<file path="config.mk">
export PLATFORM = sky130hd
export DESIGN_NAME = markov_transition_matrix_builder
export DESIGN_NICKNAME = d
export VERILOG_FILES = /design/src/mtm_pkg.sv /design/src/mtm_div.sv /design/src/mtm_datapath.sv /design/src/mtm_ctrl.sv /design/src/markov_transition_matrix_builder.sv
export SDC_FILE = /design/constraint.sdc
export NUM_CORES = 2
export LEC_CHECK = 0
export BUFFER_PORTS_ARGS = -buffer_cell sky130_fd_sc_hd__buf_2
export CAP_MARGIN = 40
export CORE_MARGIN = 5
export CORE_UTILIZATION = 60
export DETAILED_ROUTE_END_ITERATION = 10
export PLACE_DENSITY = 0.77
export SLEW_MARGIN = 25
export SYNTH_ARGS = -nofsm -noshare
export SYNTH_HDL_FRONTEND = slang
export SYNTH_SLANG_ARGS = --single-unit
</file>
<file path="constraint.sdc">
create_clock -name clk -period 10.64 [get_ports clk]
set_input_delay 1.596 -clock clk [delete_from_list [all_inputs] [get_ports clk]]
set_output_delay 1.596 -clock clk [all_outputs]
set_load 0.02 [all_outputs]
</file>
<file path="src/mtm_pkg.sv">
// types and constants shared by the transition matrix builder
// no dependencies
package mtm_pkg;

    localparam int SYM_W       = 8;
    localparam int TABLE_SLOTS = 8;
    localparam int NS_W        = 4;
    localparam int CFG_W       = 64;
    localparam int CFG_IDX_W   = 1;
    localparam int POS_W       = 3;
    localparam int FRAC_W      = 16;
    localparam int PROB_W      = 17;

    localparam logic [CFG_IDX_W-1:0] CFG_NUM_STATES    = 1'd0;
    localparam logic [CFG_IDX_W-1:0] CFG_STATE_SYMBOLS = 1'd1;

    localparam logic [NS_W-1:0]   NUM_STATES_RESET = 4'd4;
    localparam logic [CFG_W-1:0]  SYMBOLS_RESET    = 64'h0000_0000_5447_4341;
    localparam logic [PROB_W-1:0] PROB_ONE         = 17'h1_0000;

    typedef enum logic [3:0] {
        S_IDLE,
        S_MAP,
        S_UPD,
        S_SUM_RD,
        S_SUM_ACC,
        S_COL_RD,
        S_COL_CHK,
        S_DIV,
        S_OUT,
        S_CLEAR
    } state_t;

    typedef struct packed {
        logic accept_in;
        logic map_rd;
        logic upd;
        logic em_rd;
        logic rc_first;
        logic col_reset;
        logic col_next;
        logic row_next;
        logic sum_acc;
        logic div_start;
        logic out_load;
        logic clr_seq;
    } cmd_t;

    typedef struct packed {
        logic last_in;
        logic col_last;
        logic row_last;
        logic sum_zero;
        logic div_done;
        logic out_free;
    } sts_t;

endpackage

</file>
<file path="src/mtm_div.sv">
// restoring divider, one quotient bit per cycle, for (count << 16) / row sum
// depends on mtm_pkg
module mtm_div
    import mtm_pkg::*;
#(
    parameter int CW = 16,
    parameter int SW = 19
)
(
    input  logic              clk,
    input  logic              rst_n,
    input  logic              start,
    input  logic [CW-1:0]     dividend,
    input  logic [SW-1:0]     divisor,
    output logic [PROB_W-1:0] quotient,
    output logic              busy,
    output logic              done
);

    localparam int DW    = CW + FRAC_W;
    localparam int CNT_W = $clog2(DW + 1);

    logic [DW-1:0]     dvd_reg;
    logic [SW-1:0]     div_reg;
    logic [SW-1:0]     rem_reg;
    logic [PROB_W-1:0] quo_reg;
    logic [CNT_W-1:0]  cnt_reg;
    logic              busy_reg;
    logic              done_reg;
    logic [SW:0]       trial;
    logic              ge;

    always_comb
    begin
        trial = {rem_reg, dvd_reg[DW-1]};
        ge    = (trial >= {1'b0, div_reg});
    end

    always_ff @(posedge clk)
    begin
        if (start)
        begin
            dvd_reg <= {dividend, {FRAC_W{1'b0}}};
            div_reg <= divisor;
            rem_reg <= '0;
            quo_reg <= '0;
        end
        else if (busy_reg)
        begin
            dvd_reg <= {dvd_reg[DW-2:0], 1'b0};
            rem_reg <= ge ? SW'(trial - {1'b0, div_reg}) : SW'(trial);
            quo_reg <= {quo_reg[PROB_W-2:0], ge};
        end
    end

    always_ff @(posedge clk or negedge rst_n)
    begin
        if (!rst_n)
        begin
            busy_reg <= 1'b0;
            done_reg <= 1'b0;
            cnt_reg  <= '0;
        end
        else
        begin
            done_reg <= 1'b0;
            if (start)
            begin
                busy_reg <= 1'b1;
                cnt_reg  <= CNT_W'(DW);
            end
            else if (busy_reg)
            begin
                cnt_reg <= cnt_reg - 1'b1;
                if (cnt_reg == CNT_W'(1))
                begin
                    busy_reg <= 1'b0;
                    done_reg <= 1'b1;
                end
            end
        end
    end

    assign quotient = quo_reg;
    assign busy     = busy_reg;
    assign done     = done_reg;

`ifndef NO_ASSERTIONS
    a_rem_below_divisor: assert property (@(posedge clk) disable iff (!rst_n)
        busy_reg |-> (rem_reg < div_reg))
        else $error("divider remainder not below divisor");

    a_done_ends_busy: assert property (@(posedge clk) disable iff (!rst_n)
        done_reg |-> !busy_reg)
        else $error("divider done while still busy");

    a_start_busy: assert property (@(posedge clk) disable iff (!rst_n)
        start |=> busy_reg)
        else $error("divider not busy after start");
`endif

endmodule

</file>
<file path="src/mtm_datapath.sv">
// datapath: configuration, symbol mapping, count store, row sums and output register
// depends on mtm_pkg and mtm_div
module mtm_datapath
    import mtm_pkg::*;
#(
    parameter int MAX_STATES  = 8,
    parameter int COUNT_WIDTH = 16
)
(
    input  logic                 clk,
    input  logic                 rst_n,
    input  logic                 cfg_write,
    input  logic [CFG_IDX_W-1:0] cfg_index,
    input  logic [CFG_W-1:0]     cfg_data,
    input  logic [SYM_W-1:0]     symbol,
    input  logic                 last,
    input  logic                 out_ready,
    output logic                 out_valid,
    output logic [POS_W-1:0]     row,
    output logic [POS_W-1:0]     col,
    output logic [PROB_W-1:0]    probability,
    output logic                 empty_row,
    output logic                 end_of_matrix,
    input  cmd_t                 cmd,
    output sts_t                 sts
);

    localparam int IDX_W  = (MAX_STATES > 1) ? $clog2(MAX_STATES) : 1;
    localparam int DEPTH  = MAX_STATES * MAX_STATES;
    localparam int ADDR_W = (DEPTH > 1) ? $clog2(DEPTH) : 1;
    localparam int SUM_W  = COUNT_WIDTH + IDX_W;
    localparam int SLOTS  = (MAX_STATES < TABLE_SLOTS) ? MAX_STATES : TABLE_SLOTS;

    logic [NS_W-1:0]        num_states_reg;
    logic [CFG_W-1:0]       symbols_reg;
    logic [SYM_W-1:0]       symbol_reg;
    logic                   last_reg;
    logic [IDX_W-1:0]       prev_reg;
    logic                   have_prev_reg;
    logic [IDX_W-1:0]       cur_reg;
    logic [ADDR_W-1:0]      wr_addr_reg;
    logic [IDX_W-1:0]       r_reg;
    logic [IDX_W-1:0]       c_reg;
    logic [SUM_W-1:0]       sum_reg;
    logic [COUNT_WIDTH-1:0] rd_data_reg;
    logic                   rd_valid_reg;
    logic [DEPTH-1:0]       valid_reg;
    logic                   out_valid_reg;
    logic [POS_W-1:0]       row_reg;
    logic [POS_W-1:0]       col_reg;
    logic [PROB_W-1:0]      prob_reg;
    logic                   empty_reg;
    logic                   eom_reg;

    logic [COUNT_WIDTH-1:0] count_mem [DEPTH];

    logic [IDX_W-1:0]       last_idx;
    logic [IDX_W-1:0]       cur_idx;
    logic [ADDR_W-1:0]      upd_addr;
    logic [ADDR_W-1:0]      em_addr;
    logic [ADDR_W-1:0]      rd_addr;
    logic                   rd_en;
    logic [COUNT_WIDTH-1:0] count_val;
    logic [COUNT_WIDTH-1:0] count_inc;
    logic                   wr_en;
    logic [PROB_W-1:0]      quotient;
    logic                   div_busy;
    logic                   div_done;

    // configuration registers
    always_ff @(posedge clk or negedge rst_n)
    begin
        if (!rst_n)
        begin
            num_states_reg <= NUM_STATES_RESET;
            symbols_reg    <= SYMBOLS_RESET;
        end
        else if (cfg_write)
        begin
            case (cfg_index)
                CFG_NUM_STATES:    num_states_reg <= cfg_data[NS_W-1:0];
                CFG_STATE_SYMBOLS: symbols_reg    <= cfg_data;
                default:           ;
            endcase
        end
    end

    // highest state index in use
    always_comb
    begin
        if (num_states_reg == '0)
            last_idx = '0;
        else if (int'(num_states_reg) > MAX_STATES)
            last_idx = IDX_W'(MAX_STATES - 1);
        else
            last_idx = IDX_W'(num_states_reg - 1'b1);
    end

    // highest matching table entry wins, otherwise keep the previous index
    always_comb
    begin
        cur_idx = prev_reg;
        for (int k = 0; k < SLOTS; k++)
        begin
            if (IDX_W'(k) <= last_idx && symbols_reg[SYM_W*k +: SYM_W] == symbol_reg)
                cur_idx = IDX_W'(k);
        end
    end

    assign upd_addr  = ADDR_W'(prev_reg) * ADDR_W'(MAX_STATES) + ADDR_W'(cur_idx);
    assign em_addr   = ADDR_W'(r_reg) * ADDR_W'(MAX_STATES) + ADDR_W'(c_reg);
    assign rd_addr   = cmd.map_rd ? upd_addr : em_addr;
    assign rd_en     = cmd.map_rd || cmd.em_rd;
    assign count_val = rd_valid_reg ? rd_data_reg : '0;
    assign count_inc = (count_val == {COUNT_WIDTH{1'b1}}) ? count_val : count_val + 1'b1;
    assign wr_en     = cmd.upd && have_prev_reg;

    // count store
    always_ff @(posedge clk)
    begin
        if (rd_en)
            rd_data_reg <= count_mem[rd_addr];
        if (wr_en)
            count_mem[wr_addr_reg] <= count_inc;
    end

    always_ff @(posedge clk or negedge rst_n)
    begin
        if (!rst_n)
        begin
            valid_reg    <= '0;
            rd_valid_reg <= 1'b0;
        end
        else
        begin
            if (rd_en)
                rd_valid_reg <= valid_reg[rd_addr];
            if (cmd.clr_seq)
                valid_reg <= '0;
            else if (wr_en)
                valid_reg[wr_addr_reg] <= 1'b1;
        end
    end

    // request capture and mapping
    always_ff @(posedge clk)
    begin
        if (cmd.accept_in)
        begin
            symbol_reg <= symbol;
            last_reg   <= last;
        end
        if (cmd.map_rd)
        begin
            cur_reg     <= cur_idx;
            wr_addr_reg <= upd_addr;
        end
    end

    always_ff @(posedge clk or negedge rst_n)
    begin
        if (!rst_n)
        begin
            prev_reg      <= '0;
            have_prev_reg <= 1'b0;
        end
        else if (cmd.clr_seq)
        begin
            prev_reg      <= '0;
            have_prev_reg <= 1'b0;
        end
        else if (cmd.upd)
        begin
            prev_reg      <= cur_reg;
            have_prev_reg <= 1'b1;
        end
    end

    // matrix walk and row sum
    always_ff @(posedge clk)
    begin
        if (cmd.rc_first)
        begin
            r_reg   <= '0;
            c_reg   <= '0;
            sum_reg <= '0;
        end
        else if (cmd.row_next)
        begin
            r_reg   <= r_reg + 1'b1;
            c_reg   <= '0;
            sum_reg <= '0;
        end
        else
        begin
            if (cmd.col_reset)
                c_reg <= '0;
            else if (cmd.col_next)
                c_reg <= c_reg + 1'b1;
            if (cmd.sum_acc)
                sum_reg <= sum_reg + SUM_W'(count_val);
        end
    end

    mtm_div #(
        .CW (COUNT_WIDTH),
        .SW (SUM_W)
    ) u_div (
        .clk      (clk),
        .rst_n    (rst_n),
        .start    (cmd.div_start),
        .dividend (count_val),
        .divisor  (sum_reg),
        .quotient (quotient),
        .busy     (div_busy),
        .done     (div_done)
    );

    // output register
    always_ff @(posedge clk)
    begin
        if (cmd.out_load)
        begin
            row_reg   <= POS_W'(r_reg);
            col_reg   <= POS_W'(c_reg);
            prob_reg  <= (sum_reg == '0) ? '0 : quotient;
            empty_reg <= (sum_reg == '0);
            eom_reg   <= (r_reg == last_idx) && (c_reg == last_idx);
        end
    end

    always_ff @(posedge clk or negedge rst_n)
    begin
        if (!rst_n)
            out_valid_reg <= 1'b0;
        else if (cmd.out_load)
            out_valid_reg <= 1'b1;
        else if (out_ready)
            out_valid_reg <= 1'b0;
    end

    assign out_valid     = out_valid_reg;
    assign row           = row_reg;
    assign col           = col_reg;
    assign probability   = prob_reg;
    assign empty_row     = empty_reg;
    assign end_of_matrix = eom_reg;

    always_comb
    begin
        sts.last_in  = last_reg;
        sts.col_last = (c_reg == last_idx);
        sts.row_last = (r_reg == last_idx);
        sts.sum_zero = (sum_reg == '0);
        sts.div_done = div_done && !div_busy;
        sts.out_free = !out_valid_reg || out_ready;
    end

`ifndef NO_ASSERTIONS
    a_prob_range: assert property (@(posedge clk) disable iff (!rst_n)
        out_valid_reg |-> (prob_reg <= PROB_ONE))
        else $error("probability above one");

    a_empty_zero: assert property (@(posedge clk) disable iff (!rst_n)
        (out_valid_reg && empty_reg) |-> (prob_reg == '0))
        else $error("empty row with non-zero probability");

    a_clear_seq: assert property (@(posedge clk) disable iff (!rst_n)
        cmd.clr_seq |=> (!have_prev_reg && valid_reg == '0))
        else $error("sequence state not cleared");
`endif

endmodule

</file>
<file path="src/mtm_ctrl.sv">
// controller state machine: symbol update, row sums, division and emission
// depends on mtm_pkg
module mtm_ctrl
    import mtm_pkg::*;
(
    input  logic clk,
    input  logic rst_n,
    input  logic in_valid,
    output logic in_ready,
    input  sts_t sts,
    output cmd_t cmd
);

    state_t state_reg;
    state_t state_next;

    always_ff @(posedge clk or negedge rst_n)
    begin
        if (!rst_n)
            state_reg <= S_IDLE;
        else
            state_reg <= state_next;
    end

    always_comb
    begin
        state_next = state_reg;
        case (state_reg)
            S_IDLE:
            begin
                if (in_valid)
                    state_next = S_MAP;
            end
            S_MAP:
                state_next = S_UPD;
            S_UPD:
                state_next = sts.last_in ? S_SUM_RD : S_IDLE;
            S_SUM_RD:
                state_next = S_SUM_ACC;
            S_SUM_ACC:
                state_next = sts.col_last ? S_COL_RD : S_SUM_RD;
            S_COL_RD:
                state_next = S_COL_CHK;
            S_COL_CHK:
                state_next = sts.sum_zero ? S_OUT : S_DIV;
            S_DIV:
            begin
                if (sts.div_done)
                    state_next = S_OUT;
            end
            S_OUT:
            begin
                if (sts.out_free)
                begin
                    if (!sts.col_last)
                        state_next = S_COL_RD;
                    else if (sts.row_last)
                        state_next = S_CLEAR;
                    else
                        state_next = S_SUM_RD;
                end
            end
            S_CLEAR:
                state_next = S_IDLE;
            default:
                state_next = S_IDLE;
        endcase
    end

    always_comb
    begin
        cmd      = '0;
        in_ready = 1'b0;
        case (state_reg)
            S_IDLE:
            begin
                in_ready      = 1'b1;
                cmd.accept_in = in_valid;
            end
            S_MAP:
                cmd.map_rd = 1'b1;
            S_UPD:
            begin
                cmd.upd      = 1'b1;
                cmd.rc_first = sts.last_in;
            end
            S_SUM_RD:
                cmd.em_rd = 1'b1;
            S_SUM_ACC:
            begin
                cmd.sum_acc   = 1'b1;
                cmd.col_reset = sts.col_last;
                cmd.col_next  = !sts.col_last;
            end
            S_COL_RD:
                cmd.em_rd = 1'b1;
            S_COL_CHK:
                cmd.div_start = !sts.sum_zero;
            S_DIV:
                ;
            S_OUT:
            begin
                if (sts.out_free)
                begin
                    cmd.out_load = 1'b1;
                    cmd.col_next = !sts.col_last;
                    cmd.row_next = sts.col_last && !sts.row_last;
                end
            end
            S_CLEAR:
                cmd.clr_seq = 1'b1;
            default:
                ;
        endcase
    end

`ifndef NO_ASSERTIONS
    a_load_free: assert property (@(posedge clk) disable iff (!rst_n)
        cmd.out_load |-> sts.out_free)
        else $error("output register loaded while occupied");

    a_no_zero_div: assert property (@(posedge clk) disable iff (!rst_n)
        cmd.div_start |-> !sts.sum_zero)
        else $error("division started on an empty row");

    a_accept_map: assert property (@(posedge clk) disable iff (!rst_n)
        cmd.accept_in |=> (state_reg == S_MAP))
        else $error("accepted request not mapped");
`endif

endmodule

</file>
<file path="src/markov_transition_matrix_builder.sv">
// top level of the markov transition matrix builder
// depends on mtm_pkg, mtm_ctrl and mtm_datapath
//
// Input channel (in_valid/in_ready) takes one symbol byte per request with a
// last flag. Each symbol is mapped through the state_symbols table and the
// transition from the previous state is counted, saturating at the maximum.
// A symbol passes through capture, map and count read, then count write
// back in the count store; in_ready is high only while idle.
// A request with last set is counted and then starts emission of the
// row-normalised matrix in row-major order on the output channel
// (out_valid/out_ready). Per row the sum reads and accumulates each column,
// then each entry is read, divided by the bit-serial divider and loaded
// into the output register (an empty row skips the divider). The final
// entry carries end_of_matrix, after which counts and the previous state
// are cleared.
// A stalled receiver holds the output register and pauses emission; the
// last entry may still be waiting when the next symbol is accepted.
// Configuration is written through cfg_write/cfg_index/cfg_data while idle.
// Reset clears all counts at once and loads num_states 4, symbols "ACGT".
module markov_transition_matrix_builder
    import mtm_pkg::*;
#(
    parameter int MAX_STATES  = 8,
    parameter int COUNT_WIDTH = 16
)
(
    input  logic                 clk,
    input  logic                 rst_n,
    input  logic                 cfg_write,
    input  logic [CFG_IDX_W-1:0] cfg_index,
    input  logic [CFG_W-1:0]     cfg_data,
    input  logic                 in_valid,
    output logic                 in_ready,
    input  logic [SYM_W-1:0]     symbol,
    input  logic                 last,
    output logic                 out_valid,
    input  logic                 out_ready,
    output logic [POS_W-1:0]     row,
    output logic [POS_W-1:0]     col,
    output logic [PROB_W-1:0]    probability,
    output logic                 empty_row,
    output logic                 end_of_matrix
);

    cmd_t cmd;
    sts_t sts;

    mtm_ctrl u_ctrl (
        .clk      (clk),
        .rst_n    (rst_n),
        .in_valid (in_valid),
        .in_ready (in_ready),
        .sts      (sts),
        .cmd      (cmd)
    );

    mtm_datapath #(
        .MAX_STATES  (MAX_STATES),
        .COUNT_WIDTH (COUNT_WIDTH)
    ) u_datapath (
        .clk           (clk),
        .rst_n         (rst_n),
        .cfg_write     (cfg_write),
        .cfg_index     (cfg_index),
        .cfg_data      (cfg_data),
        .symbol        (symbol),
        .last          (last),
        .out_ready     (out_ready),
        .out_valid     (out_valid),
        .row           (row),
        .col           (col),
        .probability   (probability),
        .empty_row     (empty_row),
        .end_of_matrix (end_of_matrix),
        .cmd           (cmd),
        .sts           (sts)
    );

endmodule

</file>
# Yosys cells after proc, flatten, opt, wreduce, memory -nomap -nowiden
# Memory sizes are Yosys's and may differ from the RTL's. A register that Yosys moved wholly into a read port is not among the register bits.
# Cells that the tools add are included.
# totals
rom_bits,0
latchBits,0
output_inout_bits,27
n_memories,1
ram_bits,1024
word_cells,171
regBits,289
input_bits,79
# memory_table
name,depth,word_bits,rd,rd_ports_with_merged_regs,write_ports,line,source
u_datapath.count_mem,64,16,1,1,1,mtm_datapath.sv:55,logic [COUNT_WIDTH-1:0] count_mem [DEPTH];
# classes
magnitude_cmp,13
shifts,0
mux,62
bitwise,2
reduce_logical,33
n_eq_ne,24
mul,0
div,0
addsub,9
# ops
operator,count
$mux W64,2
$eq A8 B8 Y1,8
$mux W32,2
$or A64 B64 Y64,1
$mux W3,13
$pmux W4 S9,1
$mux W16,2
$mux W1,27
$mux W4,6
$ge A20 B19 Y1,1
$add A19 B16 Y19,1
$logic_not A19 Y1,1
$mux W19,1
$sub A19 B19 Y19,1
$mux W6,3
$add A16 B1 Y16 const B,1
$eq A16 B16 Y1 const B,1
$eq A4 B3 Y1 const B,4
$lt A6 B7 Y1 const B,2
$logic_and A1 B1 Y1,13
$add A6 B3 Y6,2
$le A3 B3 Y1 const A,4
$eq A4 B2 Y1 const B,2
$eq A4 B4 Y1 const B,2
other kinds (24),42

# Longest topological paths before layout
# depth
ltp_word,17
mapped_depth,19
mapped_depth_nobuf,17

# Hierarchy
# Synthesis repeated with hierarchy kept, for this count alone.
# unflattened
hier_cells,3826
hier_area_um2,56665.6
# modules_own_cells
module,cells_per_inst,area_each_um2,seq_area_each_um2,n_inst
mtm_datapath,3367,52037.4,36401.2,1
mtm_div,401,4177.8,1971.9,1
mtm_ctrl,58,450.4,100.1,1

# Least setup slack after synthesis
# No wires, ideal clock.
# synth_timing
path_type,flip-flop to flip-flop
startpoint,register u_datapath.rd_valid_reg
endpoint,memory u_datapath.count_mem[0][1] (data pin)
arrival_time_ns,4.560
setup_time_ns,0.702
setup_slack_ns,5.378
n_path_buf,2
stages_incl_launch_ff,11
period_less_slack_ns,5.262
t_required_ns,9.938
cell_sequence,dfrtp_1 clkbuf_1 clkbuf_1 nand2_1 inv_1 ha_1 nand2_1 or4_1 inv_1 nand2_1 o21ai_0
# synth_via
elab_chain_len,3
word_cells_on_any_way,4
classes_between,add/sub (1); eq/ne (1); mux (2)
# synth_lines
element,line,source
"start, declared",mtm_datapath.sv:46,logic rd_valid_reg;
"start signal, assigned",mtm_datapath.sv:137,rd_valid_reg <= valid_reg[rd_addr];
$mux W16 (*),mtm_datapath.sv:114,assign count_val = rd_valid_reg ? rd_data_reg : '0;
$add A16 B1 Y16 / $eq A16 B16 Y1 (equally long branches),mtm_datapath.sv:115,assign count_inc = (count_val == {COUNT_WIDTH{1'b1}}) ? count_val : count_val + 1'b1;
$mux W16 (*),mtm_datapath.sv:115,
via u_datapath.count_inc[1],mtm_datapath.sv:64,logic [COUNT_WIDTH-1:0] count_inc;
"end, declared",mtm_datapath.sv:55,
# Mark *: on every way through the listed nets, which the timed path passes. The rest lies on a longest branch.

# Worst setup path after layout
# layout_timing
startpoint,register u_datapath.num_states_reg[0]
endpoint,register u_datapath.rd_data_reg[2] (read register of u_datapath.count_mem) (data pin)
# layout_via
elab_chain_len,15
word_cells_on_any_way,31
classes_between,add/sub (2); order compare (9); mux (11); reduce/logical (9)
# layout_lines
element,line,source
"start, declared",mtm_datapath.sv:34,logic [NS_W-1:0] num_states_reg;
"start signal, assigned",mtm_datapath.sv:81,CFG_NUM_STATES: num_states_reg <= cfg_data[NS_W-1:0];
$gt A4 B4 Y1 / $sub A3 B1 Y3 (equally long branches),"mtm_datapath.sv:93, mtm_datapath.sv:96",
$mux W3,mtm_datapath.sv:93,else if (int'(num_states_reg) > MAX_STATES)
$mux W3 (*),mtm_datapath.sv:91,if (num_states_reg == '0)
$le A1 B3 Y1,mtm_datapath.sv:105,if (IDX_W'(k) <= last_idx && symbols_reg[SYM_W*k +: SYM_W] == symbol_reg)
$logic_and A1 B1 Y1,mtm_datapath.sv:105,
$mux W3 (7 in a row),mtm_datapath.sv:105,
$mux W3 (*),mtm_datapath.sv:105,
$add A6 B3 Y6 (*),mtm_datapath.sv:110,assign upd_addr = ADDR_W'(prev_reg) * ADDR_W'(MAX_STATES) + ADDR_W'(cur_idx);
$mux W6 (*),mtm_datapath.sv:112,assign rd_addr = cmd.map_rd ? upd_addr : em_addr;
"end, declared",mtm_datapath.sv:45,logic [COUNT_WIDTH-1:0] rd_data_reg;
# Mark *: on every way between the ends. The rest lies on a longest branch, timed or not.
# A chain may end at the register's enable or synchronous reset.

==> results by group <==
GRT
  • Number of global-route vias before repair: 36097
  • Grt total ovfl: 0
  • Total GRT Usage: 29.1%
  • Largest net degree at the start of global routing: 159
  • Initial antenna violation count: 2
  • First-pass GRT wire length: 219 mm

Place
  • GPL Wtd Cong: 0.932
  • IO Port Bufs: 105
  • HPWL after detailed placement: 85.0 mm
  • Worst slack, placed: 5140 ps

Power and ir drop
  • Static leakage: 22.0 nW
  • Cell Pwr Density: 166 nW/µm²
  • Worst vdd ir: 140 µV

Layout
  • Commonest non-fill, non-tap cell in the layout: edfxtp_1
  • Share of layout cells above drive strength 1: 12.4%
  • Max FFs per register: 1024
  • Fin nets: 4748
  • Area grow syn2layout: 11.7%
  • Final Core Density: 67.2%
  • Fill cells: 6362
  • Most frequent cells in the layout: edfxtp_1, nand2_1, nand3_1, a21oi_1, nor2_1

Yosys
  • Syn Inst Count: 4517
  • Netlist Area Pre-Place: 55900 µm²
  • Yosys warning count: 0
  • Fraction of registers with async set/reset: 11.3%
  • Top FF cell, synth: edfxtp_1
  • Syn nets: 4639
  • Syn avg cell area: 12.4 µm²
  • Synth area leader: edfxtp_1
  • Xor and xnor area share after synthesis: 1.69%
  • Top post-synthesis cells by area: edfxtp_1, nand2_1, dfrtp_1
  • Largest family of logic cells by synthesized area: simple AND/OR/NAND/NOR gates
  • Yosys reg bits: 1326
  • Sequential share of the synthesized area: 68.8%
  • Post-synthesis mux area share: 4.18%
  • Synthesized-area fraction occupied by adder cells: 0.989%
  • Post-synth top area share: 59.9%
  • Compound-gate portion of the synthesized area: 7.04%
  • Yosys cell types: 85
  • EDFF count, synth: 1115
  • Post-Synth Simple-Gate Area: 14.5%

Timing
  • Fin worst setup slack: 4960 ps
  • Slew headroom: 38.8%
  • Worst-margin pin slew: 918 ps
  • Fin. max-slew vios: 0
  • Final Critical Period: 5680 ps
  • Clk_skew: 45.1 ps
  • Setup TNS: 0 ps
  • Max Clk Rate: 176 MHz
  • Final Setup Violations: 0
  • Final hold violation count: 0
  • RSZ-0062 raised after global routing: no
  • Final worst path period share: 53.4%

Floorplanning
  • Initial Util: 60.2%
  • Core area: 92900 µm²
  • Die height: 315 µm
  • Row count: 112
  • Die area: 99400 µm²
  • IO Pins: 106
  • Die Width: 315 µm

CTS
  • Clk buf depth: 3
  • Clock root buffer: clkbuf_16
  • CTS tree: yes
  • Hold_buf cts: 0
  • CTS Buf Count: 134
  • CTS clk-pin slew, worst paths: 60 ps
  • Post-CTS setup buffer count: 0
  • Clock Latency Late Sink: 760 ps
  • Resized Gates After CTS: 0
  • CTS sink count: 1326
  • Htree depth: 4

Flow run
  • Max-cap check violation count: 0

Routing
  • Drc violations: 0
  • First-pass detailed-route iteration total: 6
  • Iteration-0 DRC count of the detailed router: 4833
  • Remaining antenna violation count: 0
  • Total Wirelength: 146 mm
  • Wirelength per Cell: 24.4 µm
  • DR vias/cell: 6.29
  • DR vias: 37618

Setup path
  • R2R Setup Slk: 4960 ps
  • Worst EP required: 11110 ps
  • Crit start category: register
  • Worst-path fanout max: 139
  • Endpoint type of the worst setup path: register
  • Critical path class: register to register
  • Critical Path AT: 6150 ps

Worst hold path
  • Hold Crit Class: register to register

Status
  • Outcome: complete, no violations
power breakdown:
part	internal, mW	switching, mW
sequential	5.60	0.0356
combinational	0.0751	0.0705
clock	2.59	1.97
total	8.27	2.08
stage by stage:
stage               cell area, µm²  hold slack (ps)  std cells  power (mW)
floorplan                    55900              403       4517        5.83
finish                       62400              485       5985        10.3
CTS                          62300              492       5979        10.4
global route                 62400              506       5984        10.6
global placement             57800              469       5720        5.88
detailed placement           58100              479       5739        5.89
routing by layer:
layer / vias to the layer above / GRT usage (%) / routed length (µm)
met5: - / 0 / 0
met4: 0 / 14.2 / 7740
met1: 18392 / 38.5 / 54100
met2: 2229 / 46.3 / 68600
li1: 16545 / - / -
met3: 452 / 6.40 / 15800
worst max-delay path: stages (launching register included):
cell	delay, ps
dfrtp_1	400
inv_1	110
ha_1	290
nor2b_4	200
nor2_1	100
or3_1	430
nor4b_2	190
o311ai_2	410
and2_4	580
buf_4	550
buf_12	520
nand3_1	130
a21oi_1	270
nor4_1	120
clkdlybuf4s15_2	280
o22ai_1	490
nor3_1	90
final cells by class:
class | count | area (µm²) | area share (%)
flip-flops and latches | 1326 | 38500 | 61.6
well taps | 1254 | 1570 | 2.51
clock buffers | 177 | 3660 | 5.86
inverters | 57 | 214 | 0.343
clock inverters | 63 | 609 | 0.976
repair buffers | 245 | 1810 | 2.91
diodes | 1 | 2.50 | 0.00401
multi-input cells | 2862 | 16100 | 25.8
cells in the mapped netlist (all sizes together), types with 69 or more instances:
cell and count:
a21oi 300, buf 168, clkbuf 104, dfrtp 137, edfxtp 1115, mux2 72
mux2i 139, nand2 1032, nand3 380, nor2 215, o21a 69, o21ai 107
xnor2 72
cells by family after synthesis:
| kind of cell | Yosys count |
|---|---|
| AND/OR/NAND/NOR | 1850 |
| flip-flops | 1326 |
| buffers and inverters | 329 |
| AO/OA/AOI/OAI | 644 |
| XOR/XNOR | 108 |
| adder cells (fa/ha/maj) | 43 |
| multiplexers | 217 |
final timing paths:
path / endpoint / start / depth (start not counted)
worst max-delay path: u_datapath.rd_data_reg[2] / u_datapath.num_states_reg[0] / 16
worst min-delay path: u_datapath.u_div.rem_reg[1] / u_datapath.u_div.rem_reg[1] / 2
worst max register to register: u_datapath.rd_data_reg[2] / u_datapath.num_states_reg[0] / 16
worst min register to register: u_datapath.u_div.rem_reg[1] / u_datapath.u_div.rem_reg[1] / 2
max in group asynchronous: u_datapath.valid_reg[11] / rst_n / 4
min in group asynchronous: u_datapath.symbols_reg[39] / rst_n / 1
Power figures use the tool's default switching activity.
